### config.mk
export PLATFORM = sky130hd
export DESIGN_NAME = json_string_unescape_utf8_flat
export DESIGN_NICKNAME = d
export VERILOG_FILES = /design/src/rtl/jsu_pkg.sv /design/src/rtl/jsu_ifs.sv /design/src/rtl/jsu_front.sv /design/src/rtl/jsu_fifo.sv /design/src/rtl/jsu_back.sv /design/src/rtl/json_string_unescape_utf8.sv /design/src/flat_wrapper.sv
export SDC_FILE = /design/constraint.sdc
export NUM_CORES = 1
export LEC_CHECK = 0
export ABC_AREA = 1
export BUFFER_PORTS_ARGS = -buffer_cell sky130_fd_sc_hd__buf_2
export CORE_AREA = 2 2 180 165
export DETAILED_ROUTE_END_ITERATION = 10
export DIE_AREA = 0 0 182 167
export GPL_ROUTABILITY_DRIVEN = 0
export PLACE_DENSITY = 0.81
export SLEW_MARGIN = 20
export SYNTH_ARGS = -nofsm -noshare
export SYNTH_HDL_FRONTEND = slang
export SYNTH_HIERARCHICAL = 1
export SYNTH_SLANG_ARGS = --single-unit
export TNS_END_PERCENT = 1
### constraint.sdc
create_clock -name i_clk -period 7.05 [get_ports i_clk]
set_input_delay 0.3525 -clock i_clk [delete_from_list [all_inputs] [get_ports i_clk]]
set_output_delay 0.3525 -clock i_clk [all_outputs]
set_load 0.03 [all_outputs]
### src/rtl/jsu_pkg.sv
// jsu_pkg: shared widths and the decoded-operation record passed from the
// front end to the back end of the JSON string unescaper.
// No dependencies.
package jsu_pkg;

    localparam int LIMIT_W = 11;  // out_limit field
    localparam int LEN_W   = 10;  // out_length field
    localparam int OP_MAX  = 4;   // bytes one input beat can produce

    // One decoded input beat: up to four candidate bytes in order.
    // atomic: all bytes fit or none are written (one UTF-8 sequence).
    typedef struct packed {
        logic [OP_MAX-1:0][7:0] bytes;
        logic [2:0]             n;
        logic                   atomic;
        logic                   first;
        logic                   last;
        logic [LIMIT_W-1:0]     limit;
    } t_op;

endpackage

### src/rtl/jsu_ifs.sv
// jsu_in_if / jsu_out_if: valid/ready channels of the JSON string unescaper.
// No dependencies.
interface jsu_in_if;
    logic        valid;
    logic        ready;
    logic [7:0]  in_byte;
    logic        first;
    logic        last;
    logic [10:0] out_limit;

    modport source (output valid, in_byte, first, last, out_limit, input ready);
    modport sink   (input valid, in_byte, first, last, out_limit, output ready);
endinterface

interface jsu_out_if;
    logic       valid;
    logic       ready;
    logic [7:0] out_byte;
    logic       has_byte;
    logic       end_of_string;
    logic [9:0] out_length;

    modport source (output valid, out_byte, has_byte, end_of_string, out_length,
                    input ready);
    modport sink   (input valid, out_byte, has_byte, end_of_string, out_length,
                    output ready);
endinterface

### src/rtl/jsu_front.sv
// jsu_front: escape decoder. Classifies each input beat into a t_op.
// Depends on jsu_pkg and jsu_in_if.
module jsu_front
    import jsu_pkg::*;
(
    input  logic     i_clk,
    input  logic     i_rst_n,
    jsu_in_if.sink   i_in,
    input  logic     i_can_push,
    output logic     o_push,
    output t_op      o_op
);

    localparam logic [7:0] CH_BSL = 8'h5C;
    localparam logic [7:0] CH_U   = 8'h75;
    localparam logic [7:0] CH_N   = 8'h6E;
    localparam logic [7:0] CH_R   = 8'h72;
    localparam logic [7:0] CH_T   = 8'h74;
    localparam logic [7:0] CH_LF  = 8'h0A;
    localparam logic [7:0] CH_CR  = 8'h0D;
    localparam logic [7:0] CH_TAB = 8'h09;

    typedef enum logic [2:0] {
        M_NORMAL = 3'b001,
        M_ESC    = 3'b010,
        M_HEX    = 3'b100
    } t_mode;

    typedef struct packed {
        logic [OP_MAX-1:0][7:0] bytes;
        logic [2:0]             n;
    } t_emit;

    function automatic logic [7:0] esc_map(input logic [7:0] ch);
        logic [7:0] r;
        r = ch;
        if (ch == CH_N) r = CH_LF;
        else if (ch == CH_R) r = CH_CR;
        else if (ch == CH_T) r = CH_TAB;
        return r;
    endfunction

    // {valid, value}
    function automatic logic [4:0] hex_val(input logic [7:0] ch);
        logic [7:0] d;
        logic [4:0] r;
        r = '0;
        d = '0;
        if (ch >= 8'h30 && ch <= 8'h39) begin
            d = ch - 8'h30;
            r = {1'b1, d[3:0]};
        end else if (ch >= 8'h61 && ch <= 8'h66) begin
            d = ch - 8'h57;
            r = {1'b1, d[3:0]};
        end else if (ch >= 8'h41 && ch <= 8'h46) begin
            d = ch - 8'h37;
            r = {1'b1, d[3:0]};
        end
        return r;
    endfunction

    function automatic t_emit utf8_enc(input logic [15:0] cp);
        t_emit r;
        r = '0;
        if (cp < 16'h0080) begin
            r.bytes[0] = cp[7:0];
            r.n        = 3'd1;
        end else if (cp < 16'h0800) begin
            r.bytes[0] = 8'hC0 | {3'b000, cp[10:6]};
            r.bytes[1] = 8'h80 | {2'b00, cp[5:0]};
            r.n        = 3'd2;
        end else begin
            r.bytes[0] = 8'hE0 | {4'b0000, cp[15:12]};
            r.bytes[1] = 8'h80 | {2'b00, cp[11:6]};
            r.bytes[2] = 8'h80 | {2'b00, cp[5:0]};
            r.n        = 3'd3;
        end
        return r;
    endfunction

    // Short \u at end of string: 'u', then replay the held chars from normal
    // mode, the last one counting as end of string.
    function automatic t_emit replay(input logic [2:0][7:0] buf_c,
                                     input logic [1:0] nch);
        t_emit      r;
        t_mode      m;
        logic       fin;
        logic [7:0] ch;
        r          = '0;
        r.bytes[0] = CH_U;
        r.n        = 3'd1;
        m          = M_NORMAL;
        for (int k = 0; k < 3; k++) begin
            ch  = buf_c[k];
            fin = (k == int'(nch) - 1);
            if (k < int'(nch)) begin
                unique case (m)
                    M_NORMAL: begin
                        if (ch == CH_BSL && !fin) begin
                            m = M_ESC;
                        end else begin
                            r.bytes[r.n[1:0]] = ch;
                            r.n = r.n + 3'd1;
                        end
                    end
                    M_ESC: begin
                        m = M_NORMAL;
                        if (ch == CH_U && !fin) begin
                            m = M_HEX;
                        end else begin
                            r.bytes[r.n[1:0]] = esc_map(ch);
                            r.n = r.n + 3'd1;
                        end
                    end
                    M_HEX: begin
                        // only the final char can land here
                        r.bytes[r.n[1:0]] = CH_U;
                        r.n = r.n + 3'd1;
                        r.bytes[r.n[1:0]] = ch;
                        r.n = r.n + 3'd1;
                        m = M_NORMAL;
                    end
                    default: m = M_NORMAL;
                endcase
            end
        end
        return r;
    endfunction

    t_mode       r_mode, n_mode, e_mode;
    logic [1:0]  r_hcnt, n_hcnt, e_hcnt;
    logic [15:0] r_acc, n_acc, e_acc, acc_sh;
    logic [7:0]  r_held [3];
    logic        held_we;
    logic [4:0]  hv;
    logic [7:0]  ch;
    logic        fin;
    t_emit       em;
    logic [2:0][7:0] rbuf;

    assign i_in.ready = i_can_push;
    assign o_push     = i_in.valid && i_can_push;

    always_comb begin
        ch     = i_in.in_byte;
        fin    = i_in.last;
        e_mode = i_in.first ? M_NORMAL : r_mode;
        e_hcnt = i_in.first ? 2'd0 : r_hcnt;
        e_acc  = i_in.first ? 16'd0 : r_acc;
        hv     = hex_val(ch);
        acc_sh = hv[4] ? {e_acc[11:0], hv[3:0]} : e_acc;
        for (int k = 0; k < 3; k++) begin
            rbuf[k] = (k < int'(e_hcnt)) ? r_held[k] : ch;
        end
        n_mode  = e_mode;
        n_hcnt  = e_hcnt;
        n_acc   = e_acc;
        held_we = 1'b0;
        em      = '0;
        o_op    = '0;
        unique case (e_mode)
            M_NORMAL: begin
                if (ch == CH_BSL && !fin) begin
                    n_mode = M_ESC;
                end else begin
                    em.bytes[0] = ch;
                    em.n        = 3'd1;
                end
            end
            M_ESC: begin
                n_mode = M_NORMAL;
                if (ch == CH_U && !fin) begin
                    n_mode = M_HEX;
                    n_hcnt = 2'd0;
                    n_acc  = 16'd0;
                end else begin
                    em.bytes[0] = esc_map(ch);
                    em.n        = 3'd1;
                end
            end
            M_HEX: begin
                if (e_hcnt == 2'd3) begin
                    em          = utf8_enc(acc_sh);
                    o_op.atomic = 1'b1;
                    n_mode      = M_NORMAL;
                    n_hcnt      = 2'd0;
                    n_acc       = 16'd0;
                end else if (fin) begin
                    em     = replay(rbuf, e_hcnt + 2'd1);
                    n_mode = M_NORMAL;
                    n_hcnt = 2'd0;
                    n_acc  = 16'd0;
                end else begin
                    held_we = 1'b1;
                    n_hcnt  = e_hcnt + 2'd1;
                    n_acc   = acc_sh;
                end
            end
            default: n_mode = M_NORMAL;
        endcase
        if (fin) begin
            n_mode = M_NORMAL;
            n_hcnt = 2'd0;
            n_acc  = 16'd0;
        end
        o_op.bytes = em.bytes;
        o_op.n     = em.n;
        o_op.first = i_in.first;
        o_op.last  = fin;
        o_op.limit = i_in.out_limit;
    end

    always_ff @(posedge i_clk) begin
        if (!i_rst_n) begin
            r_mode <= M_NORMAL;
            r_hcnt <= 2'd0;
            r_acc  <= 16'd0;
        end else if (o_push) begin
            r_mode <= n_mode;
            r_hcnt <= n_hcnt;
            r_acc  <= n_acc;
        end
    end

    always_ff @(posedge i_clk) begin
        if (o_push && held_we) begin
            r_held[e_hcnt] <= ch;
        end
    end

endmodule

### src/rtl/jsu_fifo.sv
// jsu_fifo: four-entry queue of decoded operations between front and back.
// Depends on jsu_pkg.
module jsu_fifo
    import jsu_pkg::*;
(
    input  logic i_clk,
    input  logic i_rst_n,
    input  logic i_push,
    input  t_op  i_data,
    output logic o_can_push,
    input  logic i_pop,
    output logic o_head_valid,
    output t_op  o_head
);

    localparam int DEPTH = 4;
    localparam int PW    = $clog2(DEPTH);

    t_op           r_slot [DEPTH];
    logic [PW-1:0] r_wp, r_rp;
    logic [PW:0]   r_cnt;

    assign o_can_push   = r_cnt != (PW+1)'(DEPTH);
    assign o_head_valid = r_cnt != '0;
    assign o_head       = r_slot[r_rp];

    always_ff @(posedge i_clk) begin
        if (!i_rst_n) begin
            r_wp  <= '0;
            r_rp  <= '0;
            r_cnt <= '0;
        end else begin
            if (i_push) r_wp <= r_wp + PW'(1);
            if (i_pop)  r_rp <= r_rp + PW'(1);
            r_cnt <= r_cnt + (PW+1)'(i_push) - (PW+1)'(i_pop);
        end
    end

    always_ff @(posedge i_clk) begin
        if (i_push) begin
            r_slot[r_wp] <= i_data;
        end
    end

endmodule

### src/rtl/jsu_back.sv
// jsu_back: applies the output limit to queued operations and emits one
// result beat per cycle, unless the output stalls, via an output register.
// Depends on jsu_pkg and jsu_out_if.
module jsu_back
    import jsu_pkg::*;
#(
    parameter int unsigned MAX_OUT = 1024
) (
    input  logic      i_clk,
    input  logic      i_rst_n,
    input  t_op       i_head,
    input  logic      i_head_valid,
    output logic      o_pop,
    jsu_out_if.source o_out
);

    localparam int unsigned LIM_TOP = 2**LIMIT_W - 1;
    localparam int unsigned CAP_MAX = (MAX_OUT < LIM_TOP) ? MAX_OUT : LIM_TOP;
    localparam int          CNT_W   = $clog2(CAP_MAX);
    localparam int          CW3     = CNT_W + 3;

    logic [CNT_W-1:0] r_cnt, r_cap;
    logic             r_full;
    logic [1:0]       r_idx;

    logic             r_ovalid, r_ohas, r_oeos;
    logic [7:0]       r_obyte;
    logic [LEN_W-1:0] r_olen;

    logic [CNT_W-1:0] cap_calc, e_cnt, e_cap, cnt_inc, n_len_src;
    logic             apply_first, e_full, full_now, fits, fail, emit;
    logic             last_b, done, adv, step;
    logic [CNT_W+LEN_W-1:0] len_wide;

    always_comb begin
        if (i_head.limit == '0) begin
            cap_calc = '0;
        end else if (32'(i_head.limit) > MAX_OUT) begin
            cap_calc = CNT_W'(MAX_OUT - 1);
        end else begin
            cap_calc = CNT_W'(i_head.limit - LIMIT_W'(1));
        end
        apply_first = i_head.first && (r_idx == 2'd0);
        e_cnt    = apply_first ? '0 : r_cnt;
        e_cap    = apply_first ? cap_calc : r_cap;
        e_full   = apply_first ? 1'b0 : r_full;
        full_now = e_full || (e_cnt >= e_cap);
        fits     = (CW3'(e_cnt) + CW3'(i_head.n)) <= CW3'(e_cap);
        fail     = i_head.atomic && (r_idx == 2'd0) && !full_now && !fits;
        emit     = !full_now && !fail && (i_head.n != 3'd0);
        cnt_inc  = e_cnt + CNT_W'(1);
        last_b   = ({1'b0, r_idx} == (i_head.n - 3'd1));
        done     = emit ? (last_b || (cnt_inc == e_cap)) : 1'b1;
        adv      = !r_ovalid || o_out.ready;
        step     = i_head_valid && adv;
        n_len_src = emit ? cnt_inc : e_cnt;
        len_wide = {{LEN_W{1'b0}}, n_len_src};
    end

    assign o_pop = step && done;

    always_ff @(posedge i_clk) begin
        if (!i_rst_n) begin
            r_cnt    <= '0;
            r_cap    <= '0;
            r_full   <= 1'b0;
            r_idx    <= 2'd0;
            r_ovalid <= 1'b0;
        end else begin
            if (step) begin
                if (apply_first) r_cap <= cap_calc;
                // end of string clears count and full flag, capacity is kept
                r_cnt  <= (done && i_head.last) ? '0 : n_len_src;
                r_full <= (done && i_head.last) ? 1'b0 : (e_full || fail);
                r_idx  <= done ? 2'd0 : r_idx + 2'd1;
            end
            if (adv) begin
                r_ovalid <= step && (emit || i_head.last);
            end
        end
    end

    always_ff @(posedge i_clk) begin
        if (adv) begin
            r_obyte <= emit ? i_head.bytes[r_idx] : 8'h00;
            r_ohas  <= emit;
            r_oeos  <= i_head.last && done;
            r_olen  <= len_wide[LEN_W-1:0];
        end
    end

    assign o_out.valid         = r_ovalid;
    assign o_out.out_byte      = r_obyte;
    assign o_out.has_byte      = r_ohas;
    assign o_out.end_of_string = r_oeos;
    assign o_out.out_length    = r_olen;

`ifndef SYNTH
    a_cnt_in_cap: assert property (@(posedge i_clk) disable iff (!i_rst_n)
        r_cnt <= r_cap)
        else $error("written count passed capacity");

    a_bare_is_end: assert property (@(posedge i_clk) disable iff (!i_rst_n)
        r_ovalid && !r_ohas |-> r_oeos)
        else $error("bare result without end_of_string");

    a_mid_item_head: assert property (@(posedge i_clk) disable iff (!i_rst_n)
        r_idx != 2'd0 |-> i_head_valid)
        else $error("mid-item with empty queue");
`endif

endmodule

### src/rtl/json_string_unescape_utf8.sv
// Path: an accepted beat passes through the operation queue, then the back
// end's output register. Throughput: one input beat per cycle while each
// beat yields at most one result and the output is not stalled; a beat
// yielding several bytes holds the back end while it emits them, and the
// four-entry operation queue absorbs the burst. The back end's byte emitter
// (one result per cycle) sets the sustained rate.
// Reset (synchronous, active low): decoder normal, queue empty, count zero,
// capacity zero (limit of one) until a first beat loads a new limit.
module json_string_unescape_utf8
    import jsu_pkg::*;
#(
    parameter int unsigned MAX_OUT = 1024
) (
    input  logic      i_clk,
    input  logic      i_rst_n,
    jsu_in_if.sink    i_in,
    jsu_out_if.source o_out
);

    // Front end: escape / \uXXXX decoder. Tracks escape mode, hex digit count,
    // accumulated code point and held chars; turns each beat into a list of
    // up to four candidate bytes (atomic when it is one UTF-8 sequence).
    // The decoder ignores the output limit: once full, nothing more is written
    // anyway, so mode tracking past that point is harmless.
    t_op  op, head;
    logic push, can_push, pop, head_valid;

    jsu_front u_front (
        .i_clk      (i_clk),
        .i_rst_n    (i_rst_n),
        .i_in       (i_in),
        .i_can_push (can_push),
        .o_push     (push),
        .o_op       (op)
    );

    // Decoupling queue: front and back stall independently.
    jsu_fifo u_fifo (
        .i_clk        (i_clk),
        .i_rst_n      (i_rst_n),
        .i_push       (push),
        .i_data       (op),
        .o_can_push   (can_push),
        .i_pop        (pop),
        .o_head_valid (head_valid),
        .o_head       (head)
    );

    // Back end: written count vs. limit-1 capacity, all-or-nothing UTF-8,
    // end marker for a final beat that writes nothing, registered output.
    jsu_back #(
        .MAX_OUT (MAX_OUT)
    ) u_back (
        .i_clk        (i_clk),
        .i_rst_n      (i_rst_n),
        .i_head       (head),
        .i_head_valid (head_valid),
        .o_pop        (pop),
        .o_out        (o_out)
    );

endmodule

### src/flat_wrapper.sv
// flat-port wrapper written by rule: the top's interface ports become plain ports
module json_string_unescape_utf8_flat import jsu_pkg::*;
#(
    parameter int unsigned MAX_OUT = 1024
)
  (i_clk, i_rst_n, i_in_valid, i_in_in_byte, i_in_first, i_in_last, i_in_out_limit, i_in_ready, o_out_valid, o_out_out_byte, o_out_has_byte, o_out_end_of_string, o_out_out_length, o_out_ready);
  jsu_in_if i_in_i ();
  jsu_out_if o_out_i ();
  input  logic i_clk;
  input  logic i_rst_n;
  input wire logic [$bits(i_in_i.valid)-1:0] i_in_valid;
  input wire logic [$bits(i_in_i.in_byte)-1:0] i_in_in_byte;
  input wire logic [$bits(i_in_i.first)-1:0] i_in_first;
  input wire logic [$bits(i_in_i.last)-1:0] i_in_last;
  input wire logic [$bits(i_in_i.out_limit)-1:0] i_in_out_limit;
  output wire logic [$bits(i_in_i.ready)-1:0] i_in_ready;
  output wire logic [$bits(o_out_i.valid)-1:0] o_out_valid;
  output wire logic [$bits(o_out_i.out_byte)-1:0] o_out_out_byte;
  output wire logic [$bits(o_out_i.has_byte)-1:0] o_out_has_byte;
  output wire logic [$bits(o_out_i.end_of_string)-1:0] o_out_end_of_string;
  output wire logic [$bits(o_out_i.out_length)-1:0] o_out_out_length;
  input wire logic [$bits(o_out_i.ready)-1:0] o_out_ready;
  assign i_in_i.valid = i_in_valid;
  assign i_in_i.in_byte = i_in_in_byte;
  assign i_in_i.first = i_in_first;
  assign i_in_i.last = i_in_last;
  assign i_in_i.out_limit = i_in_out_limit;
  assign i_in_ready = i_in_i.ready;
  assign o_out_valid = o_out_i.valid;
  assign o_out_out_byte = o_out_i.out_byte;
  assign o_out_has_byte = o_out_i.has_byte;
  assign o_out_end_of_string = o_out_i.end_of_string;
  assign o_out_out_length = o_out_i.out_length;
  assign o_out_i.ready = o_out_ready;
  json_string_unescape_utf8 #(.MAX_OUT(MAX_OUT)) u_core (.i_clk(i_clk), .i_rst_n(i_rst_n), .i_in(i_in_i), .o_out(o_out_i));
endmodule
==> flow_summary.toml <==
[synthesis]
synth_top_area_share_pct = 40.0
synth-seq-area-share_pct = 46.0
syn-num-nets = 2317
ys_seq_elements = 294
syn_inst = 2242
yosysTopAreaCell = "edfxtp_1"
synthArstFlopShare_pct = 0
ys_top_cells_by_area = "edfxtp_1 (40%), nand2_1 (12%), inv_1 (6.2%), dfxtp_1 (6.0%), a21oi_1 (5.2%)"
yosysUniqueCellTypes = 60
synth_area_um2 = 18000
ys_warn_count = 6
ys.flop_type = "edfxtp_1"
syn_area_per_cell_um2 = 8.04
synth_edf_count = 240

[pwr]
sequentialPowerShare_pct = 41.7
p_switching_uw = 1860
switching_share_pct = 35.1
powerDensity_nw_per_um2 = 276
leakagePower_uw = 0.00806
pwr-share-comb_pct = 29.7
p_int_uw = 3430
clkPwrFrac_pct = 28.6
irDropWorstVdd_uv = 225

[clock_network]
numCtsBuffers = 29
clk_root_buffer_cell = "clkbuf_16"
clock_tree.buffer_depth = 3
clk_pin_slew_ns = 0.07
post_cts_resized = 0
cts_tree = "done"
post_cts_buffers = 0
numClockSinks = 294
hold_buffers = 6
htreeDepth = 1
clkLatencyLatePin_ns = 0.56

[worst_setup_path]
max_stage_delay_ns = 0.58
worstReg2RegStart = "u_core/u_back/r_idx[1]"
ff2ff_setup_slack_ns = 0.83
cp_max_fo = 20
reg2regPathDepth = 32
rr_endpoint = "u_core/u_fifo/r_cnt[2]"
startpoint_type = "flop"
cp.required_ns = 7.49
worst_setup_path_end_kind = "flop"
cp_common_cell = "inv_1"
crit_type = "reg -> reg"
arrival_ns = 6.66
crit_path_top_delay_cell = "dfxtp_1"

[sta]
finalClockSkew_ns = 0.0248
setup-violations-final = 0
setup_ws_ns = 0.830
maxSlewViolCount = 0
fin_crit_ns = 6.22
worst_slew_pin_slew_ns = 1.00
hold_viol = 0
setup_tns_ns = 0
rsz0062_at_grt = "false"
max_freq_mhz = 161
period_share_pct = 88.2
timing.slew.headroom_pct = 33.1

[finish]
seqCellArea_um2 = 8300
drive_gt1_share_pct = 9.73
multiInputGateArea_um2 = 7860
layout.nets = 2312
fillCellCount = 2251
utilization_pct = 67.2
synthToLayoutAreaGrowth_pct = 6.29
antenna_cells = 0

[placement]
hpwlAfterDp_um = 33500
place_ws_ns = 0.913
port_buffers = 46

[detailed_routing]
via_per_inst = 6.05
firstDrtPassIters = 7
wl_um = 47500
vias = 15898
antenna_left = 0
drc = 0
routedWlPerCell_um = 18.1
drt_iter0_drc = 2185

[floorplan]
core_um2 = 28500
io_pins = 47
start_util_pct = 63.3
die_w_um = 182
die-area_um2 = 30400
die_h_um = 167
rows = 59

[hold_path]
holdPathStages = 1
hold_end = "u_core/u_fifo/r_slot[2][4]"
hold_start = "i_in_out_limit[4]"
hold_class = "in -> reg"

[flow_run]
drv_cap = 0

[grt]
grt.total_usage_pct = 30.9
antenna_found_initial = 0
grt_pass1_vias = 14706
gr-total-overflow = 0
grt_max_degree = 70
grt_pass1_wl_um = 75200

[outcome]
outcome = "complete, no violations"
[synthesized netlist by cell type, drive strengths merged, types with 2 or more instances]
library cell	n
xor2	7
o2111ai	2
nor2	176
nor3	18
xnor2	4
o22ai	7
a221oi	9
clkbuf	32
o21ai	155
inv	322
or2	7
o31ai	2
o211ai	65
fa	2
buf	69
a22oi	2
ha	48
a21oi	187
o21bai	4
nand3b	6
dfxtp	54
a31oi	7
clkinv	3
nand4	31
a32oi	7
nand3	159
edfxtp	240
nand2	604
nor4	4
a21boi	3
[placed cells by master (no fill, tap or decap), types with 11 or more instances in the layout]
cell type / count
nor2_2: 12
a21oi_1: 186
nand4_1: 29
ha_1: 48
nand3_1: 146
nor2_4: 11
nor2_1: 152
nor3_1: 15
inv_1: 294
buf_2: 46
clkbuf_16: 29
nand2_2: 29
o211ai_1: 65
o21ai_1: 44
edfxtp_1: 240
nand2_1: 569
o21ai_0: 107
buf_4: 13
dfxtp_1: 52
inv_2: 26
[logic make-up after synthesis]
kind of cell / synth area share (%)
compound gates: 14.4
buf+inv: 10.4
xor+xnor: 0.534
fa+ha+maj: 3.55
flops: 46.0
simple gates: 25.2
[per-layer routing]
layer,vias to the layer above,global-route usage (%),share of wire [%]
met2,918,50.8,46
met1,7294,40.7,39
met4,0,14.7,5.7
met3,217,4.15,9.4
li1,7469,-,-
met5,-,0,0
[worst max-delay path by stage]
stage	slack, ns	start	endpoint	depth (start not counted)
2_1_floorplan	1.85	u_core/u_back/r_idx[0]	u_core/u_fifo/r_cnt[2]	34
3_3_place_gp	1.27	u_core/u_back/r_idx[1]	u_core/u_fifo/r_cnt[2]	32
3_5_place_dp	0.91	u_core/u_back/r_idx[1]	u_core/u_fifo/r_cnt[2]	32
4_1_cts	0.89	u_core/u_back/r_idx[1]	u_core/u_fifo/r_cnt[2]	32
5_1_grt	0.29	u_core/u_back/r_idx[1]	u_core/u_fifo/r_cnt[2]	33
6_report	0.83	u_core/u_back/r_idx[1]	u_core/u_fifo/r_cnt[2]	32
[worst max-delay path: cells and delay by family (launching register included)]
family	cells	cell delay, ns
flops	1	0.58
xor+xnor	1	0.18
fa+ha+maj	7	2.09
compound gates	3	0.62
buf+inv	8	0.98
simple gates	13	1.66
[registers in the layout (all words and copies together), names as in the netlist, named ones only]
register                           count
u_core/u_back/o_out.end_of_string      1
u_core/u_back/o_out.has_byte           1
u_core/u_back/o_out.out_byte           8
u_core/u_back/o_out.out_length        10
u_core/u_back/o_out.valid              1
u_core/u_back/r_cap                   10
u_core/u_back/r_cnt                   10
u_core/u_back/r_full                   1
u_core/u_back/r_idx                    2
u_core/u_fifo/r_cnt                    3
u_core/u_fifo/r_rp                     2
u_core/u_fifo/r_slot                 196
u_core/u_fifo/r_wp                     2
u_core/u_front/r_acc                  16
u_core/u_front/r_hcnt                  2
u_core/u_front/r_held                 24
u_core/u_front/r_mode                  3
[final cells by class]
| class | count | share of cell area, % |
|---|---|---|
| tap | 366 | 2.39 |
| sequential | 294 | 43.3 |
| clock buffer | 35 | 3.91 |
| inverter | 325 | 6.41 |
| clock inverter | 19 | 0.927 |
| timing repair buffer | 65 | 2.02 |
| multi-input combinational | 1522 | 41.0 |
[power groups by stage]
| stage | Combinational (uW) | Clock, uW | Sequential (uW) |
|---|---|---|---|
| global placement | 1480 | 0 | 2230 |
| floorplan | 1120 | 0 | 2290 |
| CTS | 1550 | 1530 | 2210 |
| detailed placement | 1540 | 0 | 2240 |
| finish | 1570 | 1510 | 2210 |
| global route | 1740 | 1600 | 2230 |
[per-stage QoR]
step / hold slack, ns / total power (uW) / cells / area (um2)
2_1_floorplan: 0.422 / 3410 / 2242 / 18000
3_3_place_gp: 0.441 / 3720 / 2566 / 18200
3_5_place_dp: 0.459 / 3780 / 2566 / 18200
4_1_cts: 0.00894 / 5290 / 2626 / 19200
5_1_grt: 0.0265 / 5560 / 2626 / 19200
6_report: 0.0235 / 5290 / 2626 / 19200
No activity file was read; power rests on OpenSTA's default activity.
